==> src/pfd_pkg.sv <==
// pfd_pkg: shared codes and controller/datapath structs for the prefix/port filter.
// No dependencies.
package pfd_pkg;

  localparam logic [1:0] CMD_FRAME = 2'd0;
  localparam logic [1:0] CMD_WPFX  = 2'd1;
  localparam logic [1:0] CMD_WPORT = 2'd2;
  localparam logic [1:0] CMD_READ  = 2'd3;

  localparam logic [2:0] R_PASS    = 3'd0;
  localparam logic [2:0] R_PREFIX  = 3'd1;
  localparam logic [2:0] R_PORT    = 3'd2;
  localparam logic [2:0] R_MALFORM = 3'd3;
  localparam logic [2:0] R_NOTIP   = 3'd4;
  localparam logic [2:0] R_NOTL4   = 3'd5;

  localparam logic [15:0] ETHERTYPE_IPV4 = 16'h0800;
  localparam logic [7:0]  PROTO_TCP      = 8'd6;
  localparam logic [7:0]  PROTO_UDP      = 8'd17;
  localparam logic [6:0]  OFFSET_MAX     = 7'd127;

  typedef struct packed {
    logic       accept;
    logic       clear;
    logic       pscan;
    logic       qscan;
    logic       clr_hit;
    logic       load_verdict;
    logic [2:0] reason;
  } dp_cmd_t;

  typedef struct packed {
    logic       pre_fault;
    logic [2:0] pre_reason;
    logic       phit;
    logic       qhit;
    logic       tcpudp;
    logic       l4_short;
    logic       out_free;
  } dp_stat_t;

endpackage

==> src/pfd_ctrl.sv <==
// pfd_ctrl: sequencer for table clearing, request acceptance and table scans.
// Depends on pfd_pkg.
module pfd_ctrl #(
  parameter int PREFIX_ENTRIES = 4096,
  parameter int PORT_ENTRIES   = 256,
  parameter int CW             = 12
) (
  input  logic              clk,
  input  logic              rst,
  input  logic              req_valid,
  input  logic [1:0]        req_cmd,
  input  logic              req_end,
  output logic              req_ready,
  input  pfd_pkg::dp_stat_t stat,
  output pfd_pkg::dp_cmd_t  cmd,
  output logic [CW-1:0]     addr
);

  localparam int MAXE = (PREFIX_ENTRIES > PORT_ENTRIES) ? PREFIX_ENTRIES : PORT_ENTRIES;

  localparam logic [3:0] S_CLEAR = 4'd0;
  localparam logic [3:0] S_IDLE  = 4'd1;
  localparam logic [3:0] S_CHECK = 4'd2;
  localparam logic [3:0] S_PSCAN = 4'd3;
  localparam logic [3:0] S_PW    = 4'd4;
  localparam logic [3:0] S_PDEC  = 4'd5;
  localparam logic [3:0] S_QSCAN = 4'd6;
  localparam logic [3:0] S_QW    = 4'd7;
  localparam logic [3:0] S_QDEC  = 4'd8;
  localparam logic [3:0] S_FIN   = 4'd9;

  logic [3:0]    state, state_next;
  logic [CW-1:0] idx, idx_next;
  logic [2:0]    reason, reason_next;
  logic          acc;

  assign addr = idx;
  assign acc  = req_valid && req_ready;

  always_comb begin
    req_ready = (state == S_IDLE) && ((req_cmd != pfd_pkg::CMD_READ) || stat.out_free);
  end

  always_comb begin
    state_next = state;
    idx_next   = idx;
    reason_next = reason;
    cmd = '0;
    cmd.accept = acc;
    cmd.reason = reason;
    case (state)
      S_CLEAR: begin
        cmd.clear = 1'b1;
        if (idx == CW'(MAXE - 1)) begin
          idx_next   = '0;
          state_next = S_IDLE;
        end else begin
          idx_next = idx + 1'b1;
        end
      end
      S_IDLE: begin
        if (acc && req_cmd == pfd_pkg::CMD_FRAME && req_end) state_next = S_CHECK;
      end
      S_CHECK: begin
        idx_next = '0;
        cmd.clr_hit = 1'b1;
        if (stat.pre_fault) begin
          reason_next = stat.pre_reason;
          state_next  = S_FIN;
        end else begin
          state_next = S_PSCAN;
        end
      end
      S_PSCAN: begin
        cmd.pscan = 1'b1;
        if (idx == CW'(PREFIX_ENTRIES - 1)) begin
          idx_next   = '0;
          state_next = S_PW;
        end else begin
          idx_next = idx + 1'b1;
        end
      end
      S_PW: state_next = S_PDEC;
      S_PDEC: begin
        if (stat.phit) begin
          reason_next = pfd_pkg::R_PREFIX;
          state_next  = S_FIN;
        end else if (!stat.tcpudp) begin
          reason_next = pfd_pkg::R_NOTL4;
          state_next  = S_FIN;
        end else if (stat.l4_short) begin
          reason_next = pfd_pkg::R_MALFORM;
          state_next  = S_FIN;
        end else begin
          state_next = S_QSCAN;
        end
      end
      S_QSCAN: begin
        cmd.qscan = 1'b1;
        if (idx == CW'(PORT_ENTRIES - 1)) begin
          idx_next   = '0;
          state_next = S_QW;
        end else begin
          idx_next = idx + 1'b1;
        end
      end
      S_QW: state_next = S_QDEC;
      S_QDEC: begin
        reason_next = stat.qhit ? pfd_pkg::R_PORT : pfd_pkg::R_PASS;
        state_next  = S_FIN;
      end
      S_FIN: begin
        if (stat.out_free) begin
          cmd.load_verdict = 1'b1;
          state_next = S_IDLE;
        end
      end
      default: state_next = S_IDLE;
    endcase
  end

  always_ff @(posedge clk) begin
    if (rst) begin
      state  <= S_CLEAR;
      idx    <= '0;
      reason <= pfd_pkg::R_PASS;
    end else begin
      state  <= state_next;
      idx    <= idx_next;
      reason <= reason_next;
    end
  end

endmodule

==> config.mk <==
export PLATFORM = sky130hd
export DESIGN_NAME = pfd_ctrl
export DESIGN_NICKNAME = d
export VERILOG_FILES = /design/src/pfd_pkg.sv /design/src/pfd_ctrl.sv
export SDC_FILE = /design/constraint.sdc
export NUM_CORES = 1
export LEC_CHECK = 0
export BUFFER_PORTS_ARGS = -buffer_cell sky130_fd_sc_hd__buf_2
export CAP_MARGIN = 0
export CORE_MARGIN = 10
export CORE_UTILIZATION = 51
export CTS_CLUSTER_DIAMETER = 80
export DETAILED_ROUTE_END_ITERATION = 8
export MAX_ROUTING_LAYER = met4
export PLACE_DENSITY = 0.82
export SYNTH_ARGS = -nofsm -noshare
export SYNTH_HDL_FRONTEND = slang
export SYNTH_SLANG_ARGS = --single-unit
==> constraint.sdc <==
create_clock -name clk -period 2.3 [get_ports clk]
set_input_delay 0.46 -clock clk [delete_from_list [all_inputs] [get_ports clk]]
set_output_delay 0.46 -clock clk [all_outputs]
set_load 0.02 [all_outputs]
[After elaboration in Yosys (flattened, before gate mapping)]
Index checks and enable logic that the tools add are counted.
Word-level totals
  memory bits (read-only): 0
  memories kept: 0
  bits in latches: 0
  output and inout bits: 22
  RAM bits: 0
  register bits: 19
Cells by class
  reductions and logical operators: 12
  eq/ne operators: 19
  shift-type cells: 0
  $mul: 0
  divide/modulo/power cells: 0
  add/sub/neg operators: 1
  bitwise gates (word level): 0
  muxes and demuxes: 25
  magnitude comparators: 0
Operator list (count)
  4-bit case mux with 10 select lines: 1
  4-bit 2-to-1 mux: 9
  12-bit case mux with 3 select lines: 1
  12-bit 2-to-1 mux: 2
  4-bit by 3-bit == test with 1-bit output (second input constant): 4
  12-bit by 1-bit adder with 12-bit output (second input constant): 1
  12-bit == test (second input constant): 1
  12-bit by 8-bit == test with 1-bit output (second input constant): 1
  3-bit 2-to-1 mux: 4
  2-bit inequality test (second input constant): 6
  3-bit case mux with 3 select lines: 1
  4-bit by 2-bit == test with 1-bit output (second input constant): 2
  4-bit == test (second input constant): 2
  1-bit 2-to-1 mux: 6
  3-bit nonzero test: 2
  5-bit AND reduction: 1
  4-bit by 1-bit == test with 1-bit output (second input constant): 1
  1-bit logical AND: 4
  4-bit logical NOT: 1
  4-bit inequality test (second input constant): 1
  3-bit AND reduction: 1
  2-bit logical NOT: 1
  2-bit 2-to-1 mux: 1
  2-bit by 1-bit inequality test with 1-bit output (second input constant): 1
  other kinds (2): 2

[Longest topological paths before layout]
Gate-level depths: netlist of run 1.
  depth after elaboration: 8
  gate-level depth with buffers: 7
  depth with buffers taken out: 6

[Worst setup path before layout of run 1]
No wires, ideal clock.
  kind: flip-flop to flip-flop
  start: reg idx[0], in the netlist addr[0]
  end: reg idx[10], in the netlist addr[10]
  cell stages (with the launch flop): 8
  arrival: 1983 ps
  slack: 189 ps
  library setup time: 128 ps
  cell sequence: dfxtp_1 -> ha_1 -> nand4_4 -> or4_4 -> a21bo_4 -> buf_6 -> a22oi_1 -> nor2_1
On the way
  longest elaborated chain between the ends: 3
RTL lines
  from (decl): RTL line pfd_ctrl.sv:33  | logic [CW-1:0] idx, idx_next;
  from (signal assigned): RTL line pfd_ctrl.sv:129  | idx <= idx_next;
  12-bit by 1-bit adder with 12-bit output (tied with other cells): RTL line pfd_ctrl.sv:58, pfd_ctrl.sv:80, pfd_ctrl.sv:104
  12-bit 2-to-1 mux (on tied branches): RTL line pfd_ctrl.sv:100, pfd_ctrl.sv:54, pfd_ctrl.sv:76
  12-bit case mux with 3 select lines *: RTL line pfd_ctrl.sv:51  | case (state)
Mark *: on every way between the ends. The rest lies on a longest branch, timed or not.
A chain may end at the register's enable or synchronous reset.

[Worst setup path after layout of run 1]
  start: reg idx[0], in the netlist addr[0]
  end: reg state[0]
On the way
  longest elaborated chain between the ends: 3
RTL lines
  12-bit by 8-bit == test with 1-bit output or 12-bit == test (tied branches): RTL line pfd_ctrl.sv:100, pfd_ctrl.sv:54, pfd_ctrl.sv:76
  2-bit inequality test (no source line)
  5-bit AND reduction (no source line) *
  to (signal assigned): RTL line pfd_ctrl.sv:128  | state <= state_next;
  to (decl): RTL line pfd_ctrl.sv:32  | logic [3:0] state, state_next;
Marks and branches as above.

==> results.cfg, run 1 <==
[logic_synthesis]
yosysTopAreaCell = dfxtp_1
ys_types = 53
syn-cell-area_um2 = 1260
netlist_instances = 157
synthArstFlopShare_pct = 0
synth_top_area_share_pct = 30.1
ys_seq_area_share_pct = 30.1
synth_edf_count = 0
synth-seq-cells = 19
synth_top_cells_by_area = dfxtp_1, nor2_1, nand2_1
synth_nets = 173
synth.most_common_cell = dfxtp_1
ys_top_cells_by_count = dfxtp_1, nor2_1, nand2_1
syn_area_per_cell_um2 = 8.06
synth_warnings = 0
synth-main-ff-cell = dfxtp_1

[route]
firstDrtPassIters = 4
wirelength_mm = 3.54
drt-vias-per-instance = 5.95
initialDrtViolationCount = 105
wire_per_inst_um = 16.1
drtAntennaViolNets = 0
route.detailed.drc = 0
num_vias = 1310

[pwr]
vdd_drop_max_uv = 604
seq_power_share_pct = 32.0
p_int_mw = 0.770
comb_power_share_pct = 56.0
clkPwrFrac_pct = 12.0
p_leak_nw = 0.672
powerDensity_nw_per_um2 = 1000
power_mw = 1.49
swShare_pct = 48.3
p_sw_mw = 0.720

[sta]
report.final.slew_viol_count = 0
setup_tns_ns = 0
whs_ns = 0.463
clock.fmax_ghz = 0.474
min_period_ns = 2.11
clock_skew_ns = 0.00155
worst_slack_ns = 0.189
hold_viol_final = 0
post-route-period-util_pct = 91.8
maxSlewHeadroom_pct = 63.5
setup_viol = 0
tightest_slew_ns = 0.539
rsz0062_at_grt = no

[clocking]
clkLatencyLatePin_ns = 0.31
cts_buffers = 3
cts_tree = yes
path_clk_slew_ns = 0.11
cts-root-buf = clkbuf_4
cts.sinks = 19
cts_hold_buf = 0
cts_setup_buffers = 0
clk_path_buf_depth = 2
h-tree-depth = 1
cts_resized = 0

[setup_path]
arrival_ns = 2.31
crit_family = simple AND/OR/NAND/NOR gates
criticalPathCategory = flop to flop
cp_max_fo = 12
end_kind = flop
cpMaxStageDelayCell = or4_4
slowest_delay_ns = 0.54
critical_path_required_ns = 2.50
path_cells = ha_2 -> nand4_4 -> or4_4 -> a21bo_4 -> nor4_2 -> a211oi_2
start_kind = flop
path_buf_inv = 0

[grt]
first_global_vias = 1297
gr-total-overflow = 0
grt_pass1_wl_mm = 5.92
grt_antenna_before_repair = 0
grt_max_degree = 21
track_usage_pct = 14.4

[finish]
syn_to_final_growth_pct = 17.9
nets = 209
diodes = 0
design_area_um2 = 1490
drive_above_1_share_pct = 27.6

[worst_hold_path]
min_path_type = flop to flop

[die]
die_x_um = 69.8
ios = 37
dieArea_um2 = 4870
chipHeight_um = 69.8
core_area_um2 = 2300
placementRows = 17
start_util_pct = 55.1

[place]
dp_hpwl_mm = 2.64
portBuffers = 36
gp_congestion = 0.875
pre_cts_ws_ns = 0.180
placed_cell_area_um2 = 1460

[run]
maxCapViolations = 0

[status]
status = finished, final reports clean
==> logic make-up (layout without fill, tap and decap cells) <==
family,after synthesis,count (layout),share of synthesized area (%)
AND/OR/NAND/NOR,77,77,35.5
AO/OA/AOI/OAI,41,41,23.8
flip-flops,19,19,30.1
buffers and inverters,12,47,4.45
XOR/XNOR,4,4,2.77
adder cells (fa/ha/maj),2,2,1.78
multiplexers,2,2,1.58
==> registers in the layout (all words and copies together) (netlist names) <==
signal / flops
state: 4
reason: 3
addr: 12
==> worst min-delay path, delay by kind of cell, from the launching register on <==
| kind | cells | cell delay [ns] |
|---|---|---|
| flip-flops | 1 | 0.33 |
| AO/OA/AOI/OAI | 1 | 0.05 |
| AND/OR/NAND/NOR | 1 | 0.05 |
==> final timing paths <==
kind,start,endpoint,slack (ns),depth (start not counted)
worst max register to register,addr[0],state[0],0.19,6
worst min-delay path,reason[0],reason[0],0.46,2
worst min register to register,reason[0],reason[0],0.46,2
worst max-delay path,addr[0],state[0],0.19,6
==> power groups by stage <==
stage	Sequential [mW]	Combinational [mW]	Clock (mW)
global route	0.487	0.923	0.191
detailed placement	0.481	0.823	0
floorplan	0.483	0.634	0
finish	0.476	0.835	0.179
global placement	0.474	0.796	0
CTS	0.473	0.829	0.181
==> layout make-up <==
type,count,area [µm²]
sequential,19,380
inverter,4,15.0
multi-input combinational,126,831
timing repair buffer,39,203
fill,207,806
clock buffer,3,22.5
tap,28,35.0
clock inverter,1,5.00
==> routing by layer <==
| layer | routed length (µm) | vias up | part of all wire [%] | GRT usage [%] |
|---|---|---|---|---|
| met5 | 0 | - | 0 | - |
| met4 | 104 | 0 | 2.9 | 7.39 |
| met3 | 218 | 9 | 6.2 | 3.14 |
| met2 | 1710 | 43 | 48 | 23.7 |
| met1 | 1510 | 601 | 43 | 15.8 |
| li1 | - | 657 | - | - |
==> cell usage in the layout (no fill, tap or decap), types with 2 or more instances in the layout <==
cell type,Yosys,final
a22oi_1,2,2
a21oi_1,9,9
a22o_1,4,4
nor3b_1,2,2
and3b_1,2,2
nand3_1,9,9
buf_2,0,36
nand2b_1,4,4
nor2b_1,3,3
or3_1,2,2
nand3b_1,4,4
nand2_1,15,15
o21ai_0,2,2
nor2_1,16,16
and4bb_2,2,2
nor3_1,5,5
inv_1,4,4
buf_4,1,3
nor4_1,2,2
mux2i_1,2,2
dfxtp_1,19,19
a31oi_1,6,6
xor2_1,3,3
clkbuf_4,0,3
and3_1,2,2
o21a_1,3,3
==> through the flow <==
step | util (%) | instances
3_5_place_dp | 63.6 | 216
2_1_floorplan | - | 157
3_3_place_gp | 63.6 | 216
6_report | 64.9 | 220
4_1_cts | 64.8 | 220
5_1_grt | 64.9 | 220
Power figures use the tool's default switching activity.
==> run 2: changes to the inputs <==
Settings changed: CTS_CLUSTER_SIZE set to 20, HOLD_SLACK_MARGIN set to 0.03, RECOVER_POWER set to 100.
==> run 2 against run 1 <==
Against the previous run: combinational power decreased by 2%; global-route usage unchanged; power decreased by 1.2%; worst hold slack improved by 0.0044 ns; wire length decreased by 0.42%; clock skew decreased by 0.00056 ns; clock power about the same.
==> results.cfg, run 2 (synthesis results as in run 1) <==
[finish]
largest_reg_flops = 12
final_common_cell = clkbuf_1
nets = 209
syn_to_final_growth_pct = 15.5
design_area_um2 = 1460
mostFrequentLayoutCells = clkbuf_1, dfxtp_1, nor2_1, nand2_1, buf_2
drive_above_1_share_pct = 16.1
diodes = 0

[clocking]
cts-root-buf = clkbuf_4
cts_resized = 0
clkLatencyLatePin_ns = 0.31
cts_hold_buf = 0
path_clk_slew_ns = 0.11
cts_buffers = 3
cts_setup_buffers = 0
cts.sinks = 19
h-tree-depth = 1
cts_tree = yes
clk_path_buf_depth = 2

[grt]
grt_max_degree = 21
first_global_vias = 1297
track_usage_pct = 14.4
grt_antenna_before_repair = 0
grt_pass1_wl_mm = 5.92
gr-total-overflow = 0

[place]
placed_cell_area_um2 = 1460
gp_congestion = 0.875
pre_cts_ws_ns = 0.180
portBuffers = 36
dp_hpwl_mm = 2.64

[pwr]
powerDensity_nw_per_um2 = 1010
power_mw = 1.47
vdd_drop_max_uv = 583
p_leak_nw = 0.580

[setup_path]
end_kind = flop
cp_max_fo = 12
criticalPathCategory = flop to flop
slowest_delay_ns = 0.54
critical_path_required_ns = 2.50
arrival_ns = 2.31
start_kind = flop
cpMaxStageDelayCell = or4_4
path_cells = ha_2 -> nand4_4 -> or4_4 -> a21bo_4 -> nor4_2 -> a211oi_2

[die]
ios = 37
placementRows = 17
core_area_um2 = 2300
chipHeight_um = 69.8
die_x_um = 69.8
dieArea_um2 = 4870
start_util_pct = 55.1

[worst_hold_path]
min_path_type = flop to flop

[route]
drt-vias-per-instance = 5.94
initialDrtViolationCount = 109
num_vias = 1306
drtAntennaViolNets = 0
wire_per_inst_um = 16.0
route.detailed.drc = 0
wirelength_mm = 3.53
firstDrtPassIters = 4

[sta]
maxSlewHeadroom_pct = 63.7
min_period_ns = 2.11
clock.fmax_ghz = 0.474
clock_skew_ns = 0.000989
setup_tns_ns = 0
hold_viol_final = 0
worst_slack_ns = 0.189
tightest_slew_ns = 0.536
post-route-period-util_pct = 91.8
setup_viol = 0
rsz0062_at_grt = no
report.final.slew_viol_count = 0

[run]
maxCapViolations = 0

[status]
status = finished, final reports clean
## run 2: power breakdown
| part | switching, mW | internal, mW |
|---|---|---|
| sequential | 0.0930 | 0.385 |
| combinational | 0.517 | 0.301 |
| clock | 0.113 | 0.0651 |
## run 2: cell type report
class | count | area (µm²)
Tap cell | 28 | 35.0
Fill cell | 217 | 836
Inverter | 4 | 15.0
Clock inverter | 1 | 5.00
Timing Repair Buffer | 39 | 173
Clock buffer | 3 | 22.5
Sequential cell | 19 | 380
Multi-Input combinational cell | 126 | 831
## run 2: critical path, delay by kind of cell (launching register included)
family,cells,cell delay [ns]
AOI/OAI and AO/OA,2,0.36
adders and majority gates,1,0.26
DFF,1,0.43
and+or+nand+nor,3,0.95
## run 2: routing by layer
metal	share of wire [%]	GRT usage, %
met5	0	-
met1	44	15.8
met4	2.9	7.39
met3	5.6	3.14
met2	48	23.7
## run 2: metrics by stage
step | hold slack (ns) | utilization, % | std cells
final | 0.467 | 63.6 | 220
after global routing | 0.511 | 63.6 | 220
after global placement | 0.441 | 63.6 | 216
after CTS | 0.469 | 64.8 | 220
after detailed placement | 0.453 | 63.6 | 216
after floorplan | 0.529 | - | 157
## run 2: worst paths after layout
kind / from / end / slack [ns] / cells past startpoint
max: addr[0] / state[0] / 0.19 / 6
max reg2reg: addr[0] / state[0] / 0.19 / 6
min reg2reg: reason[0] / reason[0] / 0.47 / 2
min: reason[0] / reason[0] / 0.47 / 2
==> run 3: changes to the inputs <==
Settings changed: PLACE_DENSITY 0.82 to 0.79, SETUP_SLACK_MARGIN set to 0.2.
==> run 3 against run 2 <==
Against the previous run: register-to-register slack is essentially flat; sequential cell count is the same; via count grew 2.0%; sequential power grew 8.8%.
==> results.cfg, run 3 (synthesis results as in run 1) <==
[status]
status = finished, final reports clean

[finish]
syn_to_final_growth_pct = 16.9
final_common_cell = buf_2
drive_above_1_share_pct = 19.6
fin_util_pct = 64.4
diodes = 0
mostFrequentLayoutCells = buf_2, dfxtp_1, clkbuf_1, nand2_1, nor2_1
nets = 206
largest_reg_flops = 12

[clocking]
cts-root-buf = clkbuf_4
cts.sinks = 19
clk_path_buf_depth = 2
h-tree-depth = 1
cts_tree = yes
path_clk_slew_ns = 0.10
clkLatencyLatePin_ns = 0.29
cts_buffers = 3

[pwr]
vdd_drop_max_uv = 593
powerDensity_nw_per_um2 = 1010
p_leak_nw = 0.593

[sta]
setup_viol = 0
post-route-period-util_pct = 91.6
report.final.slew_viol_count = 0
maxSlewHeadroom_pct = 63.9
tightest_slew_ns = 0.534
setup_tns_ns = 0
rsz0062_at_grt = no
clock.fmax_ghz = 0.475
hold_viol_final = 0
clock_skew_ns = 0.00353
min_period_ns = 2.11

[worst_hold_path]
whs_path_depth = 2
min_path_type = flop to flop
hold_end = reason[0]
min_from = reason[0]

[route]
num_vias = 1332
initialDrtViolationCount = 85
drtAntennaViolNets = 0
wl_met1_mm = 1.57
drt-vias-per-instance = 6.14
wirelength_mm = 3.61
route.detailed.drc = 0
wl_met2_mm = 1.78
route.met3.wl_um = 239
routed.top_layer = met4
wire_per_inst_um = 16.6
firstDrtPassIters = 4

[die]
die_x_um = 69.8
placementRows = 17
dieArea_um2 = 4870
start_util_pct = 55.1
core_area_um2 = 2300
ios = 37
chipHeight_um = 69.8

[grt]
grt_max_degree = 21
gr-total-overflow = 0
grt_antenna_before_repair = 0
grt_pass1_wl_mm = 5.55
track_usage_pct = 13.4
first_global_vias = 1214

[setup_path]
start_kind = flop
r2r-start = addr[0]
rr_endpoint = addr[9]
arrival_ns = 2.31
cp_max_fo = 7
end_kind = flop
rrSetupSlack_ns = 0.19
criticalPathCategory = flop to flop
reg2reg_depth = 6
critical_path_required_ns = 2.50

[place]
portBuffers = 36
dp_hpwl_mm = 2.60
gp_congestion = 0.919

[run]
maxCapViolations = 0
-- run 3: area by class of cell --
class / instances / area (µm²)
Clock buffer: 4 / 26.3
Fill cell: 204 / 818
Inverter: 4 / 15.0
Multi-Input combinational cell: 126 / 857
Sequential cell: 19 / 384
Tap cell: 28 / 35.0
Timing Repair Buffer: 36 / 161
-- run 3: worst max path at each step --
stage	startpoint	endpoint	slack [ns]	cells past startpoint
2_1_floorplan	addr[1]	addr[10]	0.20	7
3_3_place_gp	addr[1]	state[0]	0.29	6
3_5_place_dp	addr[1]	state[0]	0.20	6
4_1_cts	state[0]	cmd[8]	0.21	5
5_1_grt	addr[0]	state[0]	0.1	6
6_report	addr[0]	addr[9]	0.19	6
-- run 3: through the flow --
stage / total power, mW / hold slack (ns) / setup WS (ns) / instances / instance area, µm²
after CTS: 1.46 / 0.458 / 0.211 / 217 / 1470
final: 1.49 / 0.459 / 0.194 / 217 / 1480
after global routing: 1.60 / 0.485 / 0.0992 / 217 / 1480
after global placement: 1.26 / 0.439 / 0.294 / 213 / 1440
after floorplan: 1.12 / 0.529 / 0.203 / 157 / 1270
after detailed placement: 1.29 / 0.444 / 0.197 / 213 / 1440
-- run 3: power by group --
group          switching (mW)  total [mW]  internal, mW
sequential              0.129       0.520         0.391
combinational           0.497       0.801         0.303
clock                  0.0995       0.167        0.0675
-- run 3: repair_timing --
action                                  in CTS  in global routing
hold buffers                                 0                  0
buffers inserted                             0                  0
endpoints found under the setup margin       5                  6
gates resized for setup                      3                  6
hold endpoints to repair                     0                  0
-- run 3: metal layers --
metal | up-vias | global-route usage (%)
met5 | - | -
met4 | 0 | 3.91
met3 | 4 | 4.71
met2 | 40 | 21.3
met1 | 640 | 15.4
li1 | 648 | -
-- run 3: critical path, stage by stage, from the launching register on --
cell and delay, ns:
dfxtp_1 0.46, ha_4 0.20, nand4_4 0.16, or4_4 0.56, a21boi_2 0.27, nor2_1 0.11, a22o_1 0.24
